==> src/rtl/ncgpm_pkg.sv <==
// types and constants of the nat64 customer group port mapper
// used by every module of the block but the checker; depends on nothing
package ncgpm_pkg;

  localparam int unsigned IDX_W = 3;

  // configuration register indexes
  localparam logic [IDX_W-1:0] REG_PREFIX6_UPPER         = 3'd0;
  localparam logic [IDX_W-1:0] REG_PREFIX6_LOWER         = 3'd1;
  localparam logic [IDX_W-1:0] REG_PREFIX6_LENGTH        = 3'd2;
  localparam logic [IDX_W-1:0] REG_GROUP_BOUNDARY_LENGTH = 3'd3;
  localparam logic [IDX_W-1:0] REG_IPV4_PREFIX_LENGTH    = 3'd4;
  localparam logic [IDX_W-1:0] REG_PORT_RANGE_BITS       = 3'd5;
  localparam logic [IDX_W-1:0] REG_DIVISION_LENGTH       = 3'd6;

  localparam logic [7:0] MAX_V6_LEN  = 8'd128;
  localparam logic [5:0] MAX_V4_LEN  = 6'd32;
  localparam logic [5:0] MIN_DIV_LEN = 6'd17;
  localparam logic [4:0] MAX_GROUP_W = 5'd16;

  typedef struct packed {
    logic [63:0] addr_high;
    logic [63:0] addr_low;
    logic [31:0] port_offset;
    logic [15:0] range_hop;
  } item_t;

  typedef struct packed {
    logic        in_customer;
    logic [15:0] group_number;
    logic [31:0] first_port;
  } result_t;

  // configuration after range clamping
  typedef struct packed {
    logic [63:0] prefix_upper;
    logic [63:0] prefix_lower;
    logic [7:0]  prefix_len;    // 0..128
    logic [7:0]  boundary_len;  // 0..128
    logic [5:0]  ipv4_len;      // 0..32
    logic [3:0]  range_bits;    // 1..15
    logic [5:0]  div_len;       // 17..32
  } cfg_t;

endpackage

==> src/rtl/ncgpm_cfg.sv <==
// configuration register file of the port mapper, clamped on write
// depends on ncgpm_pkg
module ncgpm_cfg (
  input  logic                       clk,
  input  logic                       rst,
  input  logic                       wr_en,
  input  logic [ncgpm_pkg::IDX_W-1:0] wr_index,
  input  logic [63:0]                wr_data,
  output ncgpm_pkg::cfg_t            cfg
);

  logic [7:0] len8;
  logic [5:0] len6;
  logic [3:0] bits4;

  assign len8  = wr_data[7:0];
  assign len6  = wr_data[5:0];
  assign bits4 = wr_data[3:0];

  always_ff @(posedge clk) begin
    if (rst) begin
      cfg.prefix_upper <= '0;
      cfg.prefix_lower <= '0;
      cfg.prefix_len   <= '0;
      cfg.boundary_len <= '0;
      cfg.ipv4_len     <= ncgpm_pkg::MAX_V4_LEN;
      cfg.range_bits   <= 4'd1;
      cfg.div_len      <= ncgpm_pkg::MAX_V4_LEN;
    end else if (wr_en) begin
      case (wr_index)
        ncgpm_pkg::REG_PREFIX6_UPPER: begin
          cfg.prefix_upper <= wr_data;
        end
        ncgpm_pkg::REG_PREFIX6_LOWER: begin
          cfg.prefix_lower <= wr_data;
        end
        ncgpm_pkg::REG_PREFIX6_LENGTH: begin
          cfg.prefix_len <= (len8 > ncgpm_pkg::MAX_V6_LEN) ? ncgpm_pkg::MAX_V6_LEN : len8;
        end
        ncgpm_pkg::REG_GROUP_BOUNDARY_LENGTH: begin
          cfg.boundary_len <= (len8 > ncgpm_pkg::MAX_V6_LEN) ? ncgpm_pkg::MAX_V6_LEN : len8;
        end
        ncgpm_pkg::REG_IPV4_PREFIX_LENGTH: begin
          cfg.ipv4_len <= (len6 > ncgpm_pkg::MAX_V4_LEN) ? ncgpm_pkg::MAX_V4_LEN : len6;
        end
        ncgpm_pkg::REG_PORT_RANGE_BITS: begin
          cfg.range_bits <= (bits4 == 4'd0) ? 4'd1 : bits4;
        end
        ncgpm_pkg::REG_DIVISION_LENGTH: begin
          if (len6 < ncgpm_pkg::MIN_DIV_LEN) begin
            cfg.div_len <= ncgpm_pkg::MIN_DIV_LEN;
          end else if (len6 > ncgpm_pkg::MAX_V4_LEN) begin
            cfg.div_len <= ncgpm_pkg::MAX_V4_LEN;
          end else begin
            cfg.div_len <= len6;
          end
        end
        default: begin
        end
      endcase
    end
  end

endmodule

==> src/rtl/ncgpm_group.sv <==
// prefix match and group field extraction from the ipv6 source address
// depends on ncgpm_pkg
module ncgpm_group (
  input  logic [63:0]     addr_high,
  input  logic [63:0]     addr_low,
  input  ncgpm_pkg::cfg_t cfg,
  output logic            in_customer,
  output logic [15:0]     group,
  output logic [15:0]     group_mask
);

  logic [127:0] addr;
  logic [127:0] prefix;
  logic [127:0] match_mask;
  logic [127:0] shifted;
  logic [7:0]   span;
  logic [4:0]   width;
  logic [16:0]  mask_wide;

  assign addr   = {addr_high, addr_low};
  assign prefix = {cfg.prefix_upper, cfg.prefix_lower};

  always_comb begin
    if (cfg.prefix_len == 8'd0) begin
      match_mask = '0;
    end else begin
      match_mask = {128{1'b1}} << (ncgpm_pkg::MAX_V6_LEN - cfg.prefix_len);
    end
  end

  assign in_customer = (((addr ^ prefix) & match_mask) == '0);

  // group width, zero unless the boundary sits after the prefix end, at most 16
  assign span = (cfg.boundary_len > cfg.prefix_len) ? (cfg.boundary_len - cfg.prefix_len) : 8'd0;
  assign width = (span > {3'd0, ncgpm_pkg::MAX_GROUP_W}) ? ncgpm_pkg::MAX_GROUP_W : span[4:0];

  assign mask_wide  = (17'd1 << width) - 17'd1;
  assign group_mask = mask_wide[15:0];

  // bring the bit just above the boundary down to bit 0
  assign shifted = addr >> (ncgpm_pkg::MAX_V6_LEN - cfg.boundary_len);
  assign group   = shifted[15:0] & group_mask;

endmodule

==> src/rtl/ncgpm_port.sv <==
// first port of the group's interleaved block at or below the offset
// or its first block if under range_hop; depends on ncgpm_pkg
module ncgpm_port (
  input  logic [31:0]     port_offset,
  input  logic [15:0]     range_hop,
  input  logic [15:0]     group,
  input  logic [15:0]     group_mask,
  input  ncgpm_pkg::cfg_t cfg,
  output logic [31:0]     first_port
);

  logic [6:0]  space_exp;
  logic [31:0] space_mask;
  logic [31:0] offset_red;
  logic [5:0]  shift_wide;
  logic [3:0]  shift;
  logic [31:0] block_base;
  logic [31:0] block_idx;
  logic [15:0] own_block;
  logic [15:0] back_blocks;
  logic [31:0] back;

  // total port space is 2^(32 - ipv4_len + range_bits)
  assign space_exp  = 7'd32 - {1'b0, cfg.ipv4_len} + {3'd0, cfg.range_bits};
  assign space_mask = (space_exp >= 7'd32) ? {32{1'b1}} : ~({32{1'b1}} << space_exp[4:0]);
  assign offset_red = port_offset & space_mask;

  assign shift_wide = ncgpm_pkg::MAX_V4_LEN - cfg.div_len;
  assign shift      = shift_wide[3:0];

  assign block_idx  = offset_red >> shift;
  assign block_base = block_idx << shift;
  assign own_block  = block_idx[15:0] & group_mask;
  // step back to the group's block, wrapping within the group count
  assign back_blocks = (own_block - group) & group_mask;
  assign back        = {16'd0, back_blocks} << shift;

  always_comb begin
    if (offset_red < {16'd0, range_hop}) begin
      first_port = {16'd0, group} << shift;
    end else begin
      first_port = block_base - back;
    end
  end

endmodule

==> src/rtl/nat64_customer_group_port_mapper.sv <==
// nat64 customer group port mapper: top level with input and result registers
// depends on ncgpm_pkg, ncgpm_cfg, ncgpm_group, ncgpm_port
//
// usage:
//   input channel: a word (item) is taken at a rising edge where start is high
//   and busy is low; busy stays low, so a word can be given every cycle.
//   result channel: done is high for exactly one cycle with the result word;
//   the receiver takes it at that edge and cannot hold it off.
//   config port: wr_en, wr_index and wr_data write one register per edge;
//   the user must write only while no word is in flight; it is not enforced.
// path: a word is held in the input register, then goes through the match,
//   group and port logic into the result register, where done marks it.
// throughput: one word per cycle; the path between the two registers is a
//   128-bit mask compare, a 128-bit shift and a 32-bit subtract.
// reset: rst (synchronous) empties both registers, so no done follows, and
//   loads the configuration reset values.
module nat64_customer_group_port_mapper (
  input  logic                       clk,
  input  logic                       rst,
  input  logic                       start,
  output logic                       busy,
  input  ncgpm_pkg::item_t           item,
  output logic                       done,
  output ncgpm_pkg::result_t         result,
  input  logic                       wr_en,
  input  logic [ncgpm_pkg::IDX_W-1:0] wr_index,
  input  logic [63:0]                wr_data
);

  ncgpm_pkg::cfg_t    cfg;
  ncgpm_pkg::item_t   in_item;
  ncgpm_pkg::result_t result_next;
  logic               in_valid;
  logic               accept;
  logic [15:0]        group;
  logic [15:0]        group_mask;

  assign busy   = 1'b0;
  assign accept = start && !busy;

  ncgpm_cfg u_cfg (
    .clk      (clk),
    .rst      (rst),
    .wr_en    (wr_en),
    .wr_index (wr_index),
    .wr_data  (wr_data),
    .cfg      (cfg)
  );

  ncgpm_group u_group (
    .addr_high   (in_item.addr_high),
    .addr_low    (in_item.addr_low),
    .cfg         (cfg),
    .in_customer (result_next.in_customer),
    .group       (group),
    .group_mask  (group_mask)
  );

  assign result_next.group_number = group;

  ncgpm_port u_port (
    .port_offset (in_item.port_offset),
    .range_hop   (in_item.range_hop),
    .group       (group),
    .group_mask  (group_mask),
    .cfg         (cfg),
    .first_port  (result_next.first_port)
  );

  always_ff @(posedge clk) begin
    if (rst) begin
      in_valid <= 1'b0;
      done     <= 1'b0;
    end else begin
      in_valid <= accept;
      done     <= in_valid;
    end
  end

  always_ff @(posedge clk) begin
    if (accept) begin
      in_item <= item;
    end
    if (in_valid) begin
      result <= result_next;
    end
  end

endmodule

==> config.mk <==
export PLATFORM = sky130hd
export DESIGN_NAME = nat64_customer_group_port_mapper
export DESIGN_NICKNAME = d
export VERILOG_FILES = /design/src/rtl/ncgpm_pkg.sv /design/src/rtl/ncgpm_cfg.sv /design/src/rtl/ncgpm_group.sv /design/src/rtl/ncgpm_port.sv /design/src/rtl/nat64_customer_group_port_mapper.sv
export SDC_FILE = /design/constraint.sdc
export NUM_CORES = 2
export LEC_CHECK = 0
export ABC_CLOCK_PERIOD_IN_PS = 12100
export BUFFER_PORTS_ARGS = -buffer_cell sky130_fd_sc_hd__buf_4
export CAP_MARGIN = 20
export CORE_UTILIZATION = 38
export CTS_BUF_LIST = sky130_fd_sc_hd__clkbuf_4 sky130_fd_sc_hd__clkbuf_8
export CTS_CLUSTER_DIAMETER = 40
export DETAILED_ROUTE_END_ITERATION = 8
export HOLD_SLACK_MARGIN = 0.06
export PLACE_DENSITY = 0.63
export SYNTH_ARGS = -nofsm -noshare
export SYNTH_HDL_FRONTEND = slang
export SYNTH_SLANG_ARGS = --single-unit
==> constraint.sdc <==
create_clock -name clk -period 12.1 [get_ports clk]
set_input_delay 2.42 -clock clk [delete_from_list [all_inputs] [get_ports clk]]
set_output_delay 2.42 -clock clk [all_outputs]
set_load 0.01 [all_outputs]
Word-level counts from Yosys, hierarchy flattened. Cells that the tools add are included.

$add $sub $neg: 9. Order comparisons: 7. Equality and inequality tests: 6. Shifts and indexed selects: 8. Multiplexer cells: 9. Bitwise logic cells: 7. Reduce and logical (&&, ||, !) cells: 11.

Operators by type and width (number): $and A128 B128 Y128 (1); $logic_not A128 Y1 (1); $mux W128 (1); $shl A128 B8 Y128 const A (1); $shr A128 B8 Y16 (1); $xor A128 B128 Y128 (1); $mux W32 (2); $shl A16 B4 Y32 (2); $and A16 B16 Y16 (3); $and A32 B32 Y32 (1); $lt A32 B16 Y1 (1); $not A32 Y32 (1); $shl A32 B4 Y32 (1); $shl A32 B5 Y32 const A (1); $shr A32 B4 Y32 (1); $sub A32 B32 Y32 (1); $mux W8 (2); $shl A1 B5 Y16 const A (1); $sub A16 B1 Y16 const B (1); $sub A16 B16 Y16 (1); $sub A8 B8 Y8 const A (2); $reduce_and A2 Y1 (7); $eq A3 B3 Y1 const B (3); $gt A8 B5 Y1 const B (1); 17 further kinds (19).

Bits in registers: 385. Input bits: 247. Output and inout port bits: 51. Word-level logic and storage cells: 73.

Longest topological paths before layout.
Depth after elaboration: 13. Gate-level depth with buffers: 43. Depth with buffers taken out: 38.

Hierarchy. Synthesis repeated with hierarchy kept, for this count alone.

Cell total of the unflattened synthesis: 3394. Area total of the unflattened synthesis: 30026.3 µm².

Modules (own cells, without submodules): ncgpm_group (instances 1, cells an instance 1335, area an instance 10010.9 µm², sequential area each 0.0 µm²); ncgpm_port (instances 1, cells an instance 1125, area an instance 7403.4 µm², sequential area each 0.0 µm²); nat64_customer_group_port_mapper (instances 1, cells an instance 231, area an instance 6820.3 µm², sequential area each 6796.5 µm²); ncgpm_cfg (instances 1, cells an instance 703, area an instance 5791.8 µm², sequential area each 3203.1 µm²).

Least setup slack after synthesis. No wires, ideal clock.

Kind: flip-flop to flip-flop. Start: register, netlist name u_cfg.cfg[0]. End: register result[26] (netlist name), data pin. Setup time: 268 ps. Arrival: 9143 ps. Required time: 11832 ps. Setup slack: 2690 ps. Stages on the path, launching flop included: 37. Path buffers: 10. Clock period less this slack: 9410 ps. Path through: dfxtp_1 > inv_1 > clkbuf_1 > clkbuf_1 > clkbuf_1 > buf_1 > clkbuf_1 > ha_1 > xor2_1 > clkbuf_1 > clkbuf_1 > clkbuf_1 > clkbuf_1 > clkbuf_1 > a211oi_1 > a211oi_1 > fa_1 > a21o_1 > a21oi_1 > o21a_1 > or4_1 > a31oi_1 > nor3_1 > or4b_2 > o21ai_0 > o21ai_0 > o21ai_0 > mux2i_1 > ha_1 > and3_1 > a221o_1 > a31oi_1 > o21ai_0 > o41ai_1 > o221ai_1 > xnor2_1 > o22ai_1.

RTL lines: end signal, assigned (line nat64_customer_group_port_mapper.sv:85) `result <= result_next;`; end, declared (line nat64_customer_group_port_mapper.sv:24) `output ncgpm_pkg::result_t result,`.

==> flow_summary.ini <==
[route]
via_count = 30200
viasPerCell = 6.37
post_drt_wl_per_cell_microns = 27.7
drt_iter0_markers = 4156
drt-total-wl_microns = 131000
drc = 0
antenna_left = 0
drt-pass1-iter-count = 8

[die]
chipWidth_microns = 288
die-area_sq_um = 82900
die_y_microns = 288
ioPinCount = 298
rows = 104
start_util_pct = 38.5
core-area_sq_um = 80700

[pwr]
p_total_uw = 4410
swShare_pct = 34.0
power.density_nw_per_um2 = 122
p_sw_uw = 1500
internal_power_uw = 2910
ir_drop_mv = 0.0969
p_leak_uw = 0.0135
pwr-share-seq_pct = 36.5
power_frac_comb_pct = 29.8
p_clk_share_pct = 33.7

[timing]
period_share_pct = 83.7
fin_crit_ns = 10.12
tightest_slew_ns = 1.25
timing.final.setup_violations = 0
final-hold-violation-count = 0
fmax_ghz = 0.0988
drv_slew = 0
grt_setup_unrepaired = no
relSlewSlack_pct = 15.9
setup_tns_ns = 0
fin_skew_ns = 0.0493

[placed_design]
port_buffers = 296
place_area_sq_um = 34300
routabilityCongestion = 1.04
dp_hpwl_microns = 102000

[flow_run]
maxCapViolCount = 0

[clock_tree]
cts_buffers = 78
post-cts-setup-buffer-count = 0
tritoncts = done
clock-sinks = 385
clk_path_buf_depth = 3
cts_hold_buf = 0
path_clk_slew_ns = 0.05
h-tree-depth = 3
clk_latency_ns = 0.72
cts_root_buffer = clkbuf_8
cts_resized = 0

[cells_and_area]
finalInstanceArea_sq_um = 36000
areaGrowthSynthToFinish_pct = 16.0
nNetsFinal = 3941
drive_above_1_share_pct = 21.0

[synth]
synthMuxAreaShare_pct = 18.0
synth_edf_count = 225
ys_seq_elements = 385
synth_seq_area_share_pct = 32.1
synth_area_per_cell_sq_um = 9.17
yosys.area_share.simple_pct = 16.8
synthAdderAreaFrac_pct = 3.47
synth_top_family_by_area = compound AO/OA/AOI/OAI gates
syn_nets = 3720
netlist_instances = 3390
synth_area_sq_um = 31100
synthXorXnorAreaFrac_pct = 5.35
ys_warn_count = 0
synth_compound_area_share_pct = 19.8
synth_cell_type_count = 99
synth_flop_cell = edfxtp_1
async_reset_ff_share_pct = 0

[worst_setup_path]
worstSetupEndpointType = flop
crit_type = flop to flop
cp-start-kind = flop
r2r_slack_ns = 1.98
slowest_delay_ns = 0.76
cp.arrival_ns = 10.55
crit_slowest_cell = o31ai_1
worst_path_most_repeated_cell = o21ai_0
required_ns = 12.52
worstPathMaxFanout = 22
worstRegToRegCells = 35

[global_route]
antenna_found_initial = 4
gr-total-overflow = 0
grtUsageTotal_pct = 30.8
grt_pass1_wl_microns = 189000
grt_max_degree = 117
grt_pass1_vias = 28100

[outcome]
status = finished clean

[hold_path]
min_path_type = flop to flop
min_path_cells = 2
==> metrics by stage <==
| step | setup WS [ns] | hold WS, ns | utilization [%] | std cells |
|---|---|---|---|---|
| detailed placement | 2.19 | 0.448 | 42.5 | 4589 |
| global route | 1.18 | 0.470 | 44.7 | 4735 |
| finish | 1.98 | 0.450 | 44.7 | 4735 |
| CTS | 2.19 | 0.455 | 44.6 | 4732 |
| floorplan | 2.69 | 0.432 | - | 3390 |
| global placement | 2.33 | 0.446 | 42.5 | 4588 |
==> layout by cell type, fill, tap and decap left out, types with 13 or more instances in the layout <==
| cell type | n |
|---|---|
| nand2_1 | 537 |
| buf_4 | 358 |
| a21oi_1 | 306 |
| edfxtp_1 | 225 |
| nor2_1 | 199 |
| mux4_2 | 175 |
| dfxtp_1 | 157 |
| o21ai_0 | 143 |
| mux2i_1 | 125 |
| xnor2_1 | 112 |
| inv_1 | 88 |
| nor3_1 | 88 |
| clkbuf_8 | 81 |
| nand3_1 | 78 |
| ha_1 | 77 |
| xor2_1 | 66 |
| o22ai_1 | 58 |
| a211oi_1 | 42 |
| a31oi_1 | 38 |
| mux2_2 | 36 |
| nor2b_1 | 35 |
| a21o_1 | 32 |
| nand2b_1 | 30 |
| o211ai_1 | 29 |
| nand4_1 | 27 |
| clkbuf_4 | 25 |
| o21a_1 | 24 |
| and2_1 | 22 |
| nor4_1 | 22 |
| and3_1 | 22 |
| o221ai_1 | 21 |
| a2111oi_0 | 20 |
| o32ai_1 | 19 |
| a32oi_1 | 17 |
| o31ai_1 | 17 |
| or3_1 | 15 |
| o2111ai_1 | 14 |
| clkinv_1 | 14 |
| a22oi_1 | 14 |
| o31a_1 | 13 |
==> cells in the mapped netlist (all sizes together), types with 42 or more instances <==
cell	number	area, sq um
a211oi	42	315
a21oi	306	1530
buf	91	542
clkbuf	132	495
dfxtp	160	3200
edfxtp	225	6760
ha	79	988
inv	90	338
mux2i	125	1250
mux4	175	3940
nand2	539	2030
nand3	78	390
nor2	202	758
nor3	90	462
o21ai	147	739
o22ai	58	363
xnor2	120	1060
xor2	69	604
==> area by class of cell <==
| cell class | count | area, sq um |
|---|---|---|
| fill | 7925 | 44600 |
| multi-input combinational | 2690 | 19900 |
| sequential | 385 | 9970 |
| timing repair buffer | 364 | 2770 |
| tap | 1060 | 1330 |
| clock buffer | 106 | 1300 |
| clock inverter | 37 | 422 |
| inverter | 92 | 345 |
| antenna | 1 | 2.50 |
==> power by group through the flow <==
stage | Clock [uW] | Combinational, uW | Sequential, uW
final | 1490 | 1320 | 1610
after global routing | 1580 | 1400 | 1610
after CTS | 1520 | 1280 | 1610
after detailed placement | 0 | 1270 | 1630
after global placement | 0 | 1280 | 1630
after floorplan | 0 | 817 | 1590
==> worst max-delay path: cells and delay by family (launching register included) <==
family | cells | cell delay (ns)
xor+xnor | 1 | 0.16
simple gates | 7 | 1.97
flops | 1 | 0.55
buf+inv | 3 | 0.64
fa+ha+maj | 5 | 1.69
compound gates | 17 | 4.57
mux | 2 | 0.26
==> final timing paths <==
kind                                                  from                          to
worst max-delay path            u_cfg.cfg[16]$_SDFFE_PP0P_        result[27]$_DFFE_PP_
worst min-delay path            u_cfg.cfg[12]$_SDFFE_PP0P_  u_cfg.cfg[12]$_SDFFE_PP0P_
worst max register to register  u_cfg.cfg[16]$_SDFFE_PP0P_        result[27]$_DFFE_PP_
worst min register to register  u_cfg.cfg[12]$_SDFFE_PP0P_  u_cfg.cfg[12]$_SDFFE_PP0P_
==> cell families after synthesis <==
family          Yosys count
other cells               1
fa+ha+maj                84
compound gates          936
simple gates           1144
buf+inv                 315
xor+xnor                189
flops                   385
mux                     336
==> metal layers <==
layer	vias to the layer above	track usage [%]	wire length [microns]
li1	13400	-	-
met1	14600	42.4	54400
met2	1904	45.9	56600
met3	343	6.24	13100
met4	4	15.3	6910
met5	-	0	24
==> state kept, by name, indices dropped and copies added, names as in the netlist <==
| signal | cells |
|---|---|
| done | 1 |
| u_cfg.cfg | 158 |
| result | 49 |
| in_valid | 1 |
| in_item | 176 |
No activity file was read; power rests on OpenSTA's default activity.
